==> src/hw/rtl/dtlp_pkg.sv <==
// ----------------------------------------------------------------------------
// dtlp_pkg
// Shared constants, codes and controller/datapath types of the line plotter.
// ----------------------------------------------------------------------------
package dtlp_pkg;

  // Screen and sampling geometry
  localparam int SCREEN_WIDTH  = 80;
  localparam int SCREEN_HEIGHT = 40;
  localparam int LINE_STEPS    = 50;
  localparam int HALF_W        = SCREEN_WIDTH / 2;
  localparam int HALF_H        = SCREEN_HEIGHT / 2;
  localparam int CELL_COUNT    = SCREEN_WIDTH * SCREEN_HEIGHT;
  localparam int ADDR_W        = $clog2(CELL_COUNT);

  // Arithmetic
  localparam int COORD_W      = 16;                // Q3.12 input coordinate
  localparam int DEPTH_W      = 16;                // stored depth
  localparam int PT_W         = 18;                // interpolated point / depth
  localparam int NUM_W        = 26;                // projection numerator
  localparam int DIV_NW       = 24;                // divider dividend/quotient
  localparam int DIV_CNT_W    = $clog2(DIV_NW + 1);
  localparam int STEP_W       = 8;                 // sample index, LINE_STEPS <= 255
  localparam int PROJ_GAIN    = 50;
  localparam int DEPTH_OFFSET = 5 * 4096;
  localparam int COUNT_W      = 6;
  localparam logic [7:0] BLANK_GLYPH = 8'h20;

  // Reciprocal of LINE_STEPS, exact for 17-bit dividends at any LINE_STEPS
  localparam int RECIP_SHIFT  = 25;
  localparam int RECIP_W      = RECIP_SHIFT + 1;
  localparam int STEP_RECIP   = (2 ** RECIP_SHIFT + LINE_STEPS - 1) / LINE_STEPS;

  typedef enum logic [1:0] {
    MODE_CLEAR = 2'd0,
    MODE_DRAW  = 2'd1,
    MODE_READ  = 2'd2,
    MODE_NONE  = 2'd3
  } mode_t;

  typedef enum logic [3:0] {
    S_INIT,        // clearing pass after reset, no result
    S_IDLE,
    S_CLEAR,
    S_SETUP,
    S_SETUP_WAIT,
    S_PROJ,
    S_PROJ_WAIT,
    S_LOOKUP,
    S_TEST,
    S_STEP,
    S_RDCELL,
    S_RDDATA,
    S_DONE
  } state_t;

  // Controller -> datapath
  typedef struct packed {
    logic in_ready;
    logic load;
    logic clr_wr;
    logic setup_start;
    logic setup_take;
    logic proj_start;
    logic rd_sample;
    logic test_wr;
    logic step;
    logic rd_cell;
    logic rd_take;
    logic out_load;
  } cmd_t;

  // Datapath -> controller
  typedef struct packed {
    logic  in_valid;
    mode_t in_mode;
    logic  clr_last;
    logic  div_busy;
    logic  pt_vis;
    logic  on_screen;
    logic  last_sample;
    logic  out_free;
  } sts_t;

endpackage

==> src/hw/rtl/dtlp_ctrl.sv <==
// ----------------------------------------------------------------------------
// dtlp_ctrl
// Sequencer of the line plotter: clear sweep, segment walk, cell read.
// ----------------------------------------------------------------------------
module dtlp_ctrl (
  input  logic             clk,
  input  logic             rst_n,
  input  dtlp_pkg::sts_t   sts,
  output dtlp_pkg::cmd_t   cmd
);

  dtlp_pkg::state_t state_r, state_nxt;

  always_ff @(posedge clk) begin
    if (!rst_n) begin
      state_r <= dtlp_pkg::S_INIT;
    end else begin
      state_r <= state_nxt;
    end
  end

  // Next state
  always_comb begin
    state_nxt = state_r;
    case (state_r)
      dtlp_pkg::S_INIT:       if (sts.clr_last) state_nxt = dtlp_pkg::S_IDLE;
      dtlp_pkg::S_IDLE: begin
        if (sts.in_valid) begin
          case (sts.in_mode)
            dtlp_pkg::MODE_CLEAR: state_nxt = dtlp_pkg::S_CLEAR;
            dtlp_pkg::MODE_DRAW:  state_nxt = dtlp_pkg::S_SETUP;
            dtlp_pkg::MODE_READ:  state_nxt = dtlp_pkg::S_RDCELL;
            default:              state_nxt = dtlp_pkg::S_DONE;
          endcase
        end
      end
      dtlp_pkg::S_CLEAR:      if (sts.clr_last) state_nxt = dtlp_pkg::S_DONE;
      dtlp_pkg::S_SETUP:      state_nxt = dtlp_pkg::S_SETUP_WAIT;
      dtlp_pkg::S_SETUP_WAIT: if (!sts.div_busy) state_nxt = dtlp_pkg::S_PROJ;
      dtlp_pkg::S_PROJ: begin
        state_nxt = sts.pt_vis ? dtlp_pkg::S_PROJ_WAIT : dtlp_pkg::S_STEP;
      end
      dtlp_pkg::S_PROJ_WAIT:  if (!sts.div_busy) state_nxt = dtlp_pkg::S_LOOKUP;
      dtlp_pkg::S_LOOKUP: begin
        state_nxt = sts.on_screen ? dtlp_pkg::S_TEST : dtlp_pkg::S_STEP;
      end
      dtlp_pkg::S_TEST:       state_nxt = dtlp_pkg::S_STEP;
      dtlp_pkg::S_STEP: begin
        state_nxt = sts.last_sample ? dtlp_pkg::S_DONE : dtlp_pkg::S_PROJ;
      end
      dtlp_pkg::S_RDCELL:     state_nxt = dtlp_pkg::S_RDDATA;
      dtlp_pkg::S_RDDATA:     state_nxt = dtlp_pkg::S_DONE;
      dtlp_pkg::S_DONE:       if (sts.out_free) state_nxt = dtlp_pkg::S_IDLE;
      default:                state_nxt = dtlp_pkg::S_IDLE;
    endcase
  end

  // Commands
  always_comb begin
    cmd             = '0;
    cmd.in_ready    = (state_r == dtlp_pkg::S_IDLE);
    cmd.load        = cmd.in_ready && sts.in_valid;
    cmd.clr_wr      = (state_r == dtlp_pkg::S_INIT) || (state_r == dtlp_pkg::S_CLEAR);
    cmd.setup_start = (state_r == dtlp_pkg::S_SETUP);
    cmd.setup_take  = (state_r == dtlp_pkg::S_SETUP_WAIT) && !sts.div_busy;
    cmd.proj_start  = (state_r == dtlp_pkg::S_PROJ) && sts.pt_vis;
    cmd.rd_sample   = (state_r == dtlp_pkg::S_LOOKUP) && sts.on_screen;
    cmd.test_wr     = (state_r == dtlp_pkg::S_TEST);
    cmd.step        = (state_r == dtlp_pkg::S_STEP);
    cmd.rd_cell     = (state_r == dtlp_pkg::S_RDCELL);
    cmd.rd_take     = (state_r == dtlp_pkg::S_RDDATA);
    cmd.out_load    = (state_r == dtlp_pkg::S_DONE) && sts.out_free;
  end

endmodule

==> config.mk <==
export PLATFORM = sky130hd
export DESIGN_NAME = dtlp_ctrl
export DESIGN_NICKNAME = d
export VERILOG_FILES = /design/src/hw/rtl/dtlp_pkg.sv /design/src/hw/rtl/dtlp_ctrl.sv
export SDC_FILE = /design/constraint.sdc
export NUM_CORES = 1
export LEC_CHECK = 0
export ABC_AREA = 0
export ABC_CLOCK_PERIOD_IN_PS = 2900
export BUFFER_PORTS_ARGS = -buffer_cell sky130_fd_sc_hd__buf_4
export CAP_MARGIN = 20
export CELL_PAD_IN_SITES_DETAIL_PLACEMENT = 1
export CELL_PAD_IN_SITES_GLOBAL_PLACEMENT = 2
export CORE_AREA = 2 2 50 52
export DETAILED_ROUTE_END_ITERATION = 10
export DIE_AREA = 0 0 52 54
export PLACE_DENSITY_LB_ADDON = 0.1
export SLEW_MARGIN = 20
export SYNTH_ARGS = -nofsm -noshare
export SYNTH_HDL_FRONTEND = slang
export SYNTH_SLANG_ARGS = --single-unit
==> constraint.sdc <==
create_clock -name clk -period 2.9 [get_ports clk]
set_clock_uncertainty 0.2 [all_clocks]
set_input_delay 0.145 -clock clk [delete_from_list [all_inputs] [get_ports clk]]
set_output_delay 0.145 -clock clk [all_outputs]
set_load 0.1 [all_outputs]
==> results.sh <==
export IMPL_drt_iter0_markers=0
export IMPL_cp_required_ps=2560
export IMPL_hold_end="state_r[3]"
export IMPL_die_w_um=52
export IMPL_post_route_period_util_pct=79.5
export IMPL_cts_max_path_buffers=2
export IMPL_synth_edf_count=0
export IMPL_arrival_ps=1960
export IMPL_overflow=0
export IMPL_cts_setup_buffers=0
export IMPL_dieHeight_um=54
export IMPL_r2r_end="state_r[1]"
export IMPL_clk_pin_slew_ps=40
export IMPL_dieArea_um2=2810
export IMPL_nets=111
export IMPL_regMostFlops="state_r"
export IMPL_hp_start="sts[0]"
export IMPL_start_util_pct=22.3
export IMPL_vias_per_cell=4.91
export IMPL_cts_buffers=3
export IMPL_cts_htree_levels=1
export IMPL_yosysSeqAreaShare_pct=15.5
export IMPL_clk_latency_ps=240
export IMPL_grt_pass1_wl_mm=2.77
export IMPL_area_growth_pct=46.6
export IMPL_routabilityCongestion=0.745
export IMPL_top_regs="state_r x4"
export IMPL_slew_viol_final=0
export IMPL_wirelength_mm=1.70
export IMPL_drc_errors=0
export IMPL_syn_area_per_cell_um2=6.56
export IMPL_syn_area_um2=518
export IMPL_p_leak_nw=0.320
export IMPL_vias=628
export IMPL_timing_final_ws_setup_ps=595
export IMPL_ios=23
export IMPL_antenna_found_initial=0
export IMPL_coreArea_um2=2320
export IMPL_ys_warn_count=0
export IMPL_maxSlewHeadroom_pct=43.3
export IMPL_rsz0062_at_grt="false"
export IMPL_wl_per_cell_um=13.3
export IMPL_outcome="complete, no violations"
export IMPL_drtAntennaViolNets=0
export IMPL_mostFrequentLayoutCells="buf_4, nand2_1, nor2_1"
export IMPL_dpl_cell_area_um2=727
export IMPL_design_area_um2=759
export IMPL_reg2reg_slack_ps=810
export IMPL_cp_end_kind="output pin"
export IMPL_synth_distinct_cells=38
export IMPL_synthCells=79
export IMPL_firstDrtPassIters=1
export IMPL_hold_viol=0
export IMPL_min_path_type="in -> reg"
export IMPL_syn_nets=90
export IMPL_hold_path_depth=4
export IMPL_vdd_ir_drop_max_mv=0.211
export IMPL_regToRegStartpoint="state_r[3]"
export IMPL_grt_pass1_vias=592
export IMPL_n_antenna_cell=0
export IMPL_critPathLaunchType="flop"
export IMPL_cap_violations=0
export IMPL_drive_gt1_share_pct=35.7
export IMPL_cts_resized_gates=0
export IMPL_setup_violations=0
export IMPL_fillers=306
export IMPL_cts_sinks=4
export IMPL_crit_fanout=25
export IMPL_clock_fmax_ghz=0.434
export IMPL_worstSetupPathType="reg -> out"
export IMPL_dp_hpwl_mm=1.31
export IMPL_ys_seq_elements=4
export IMPL_grt_max_degree=26
export IMPL_port_buffers=22
export IMPL_synthFlopType="dfxtp_1"
export IMPL_cts_tree="done"
export IMPL_rr_worst_depth=4
export IMPL_cts_hold_buf=1
export IMPL_place_ws_ps=805
export IMPL_rows=18
export IMPL_mostFrequentLayoutCell="buf_4"
export IMPL_async_flop_share_pct=0
export IMPL_largest_reg_flops=4
export IMPL_tightest_slew_ps=849
export IMPL_finalCriticalPeriod_ps=2300
export IMPL_cts_root_buf="clkbuf_4"
export IMPL_cp_startpoint="state_r[3]"
export IMPL_grtUsageTotal_pct=13.6
export IMPL_power_density_nw_per_um2=341
-- cell type report --
cell class,count,area [um2],share of cell area (%)
inverters,3,11.3,1.48
clock buffers,3,22.5,2.97
well taps,30,37.5,4.94
multi-input cells,64,425,56.0
flip-flops and latches,4,80.1,10.5
repair buffers,24,183,24.1
-- cells in the mapped netlist (2+ instances only) --
cell type,number,area share [%]
inv_1,2,1.4
dfxtp_1,4,15
nand2_1,9,6.5
nor4b_1,2,3.4
nor3_1,4,3.9
nor3b_1,2,2.9
a31oi_1,2,2.4
a21oi_1,5,4.8
nor2b_1,2,2.4
nor4_1,2,2.4
nand2b_1,2,2.4
nor2_1,9,6.5
o21ai_1,3,2.9
buf_2,5,4.8
o21ai_0,3,2.9
-- worst max path at each step --
| stage | endpoint | slack [ps] | depth (start not counted) |
|---|---|---|---|
| after floorplan | cmd[10] | -290 | 4 |
| after global placement | state_r[1] | 850 | 4 |
| after detailed placement | state_r[1] | 810 | 4 |
| after CTS | cmd[0] | 560 | 3 |
| after global routing | cmd[0] | 380 | 3 |
| final | cmd[0] | 600 | 3 |
-- power breakdown --
group	switching [mW]	internal, mW	total [mW]	leakage, nW
logic	0.0780	0.0402	0.118	0.274
clock network	0.0230	0.0463	0.0693	0.0138
registers	0.0131	0.0583	0.0714	0.0326
total	0.114	0.145	0.259	0.320
-- metal layers --
layer / global-route usage, % / wire length, um / vias to the layer above
met1: 16.7 / 809 / 283
met2: 22.8 / 812 / 13
met5: 0 / 0 / -
li1: - / - / 330
met3: 1.67 / 59 / 2
met4: 7.89 / 16 / 0
-- logic make-up after synthesis --
| logic type | count (synthesis) | share of synthesized area, % |
|---|---|---|
| mux | 1 | 2.17 |
| compound gates | 26 | 35.0 |
| buf+inv | 11 | 9.90 |
| flops | 4 | 15.5 |
| simple gates | 37 | 37.4 |
-- stage by stage --
step / std cells / hold slack, ps / total power, mW / utilization (%) / TNS (ps)
2_1_floorplan: 79 / 76.1 / 0.156 / - / -290
3_3_place_gp: 124 / 230 / 0.192 / 31.3 / 0
3_5_place_dp: 124 / 224 / 0.192 / 31.3 / 0
4_1_cts: 128 / 85.4 / 0.266 / 32.7 / 0
5_1_grt: 128 / 97.1 / 0.279 / 32.7 / 0
6_report: 128 / 89.2 / 0.259 / 32.7 / 0
-- worst max-delay path: stages (launching register included) --
cell,delay (ps)
dfxtp_1,870
nand2_1,220
nor4b_2,300
buf_4,330
(Power assumes the default switching activity.)
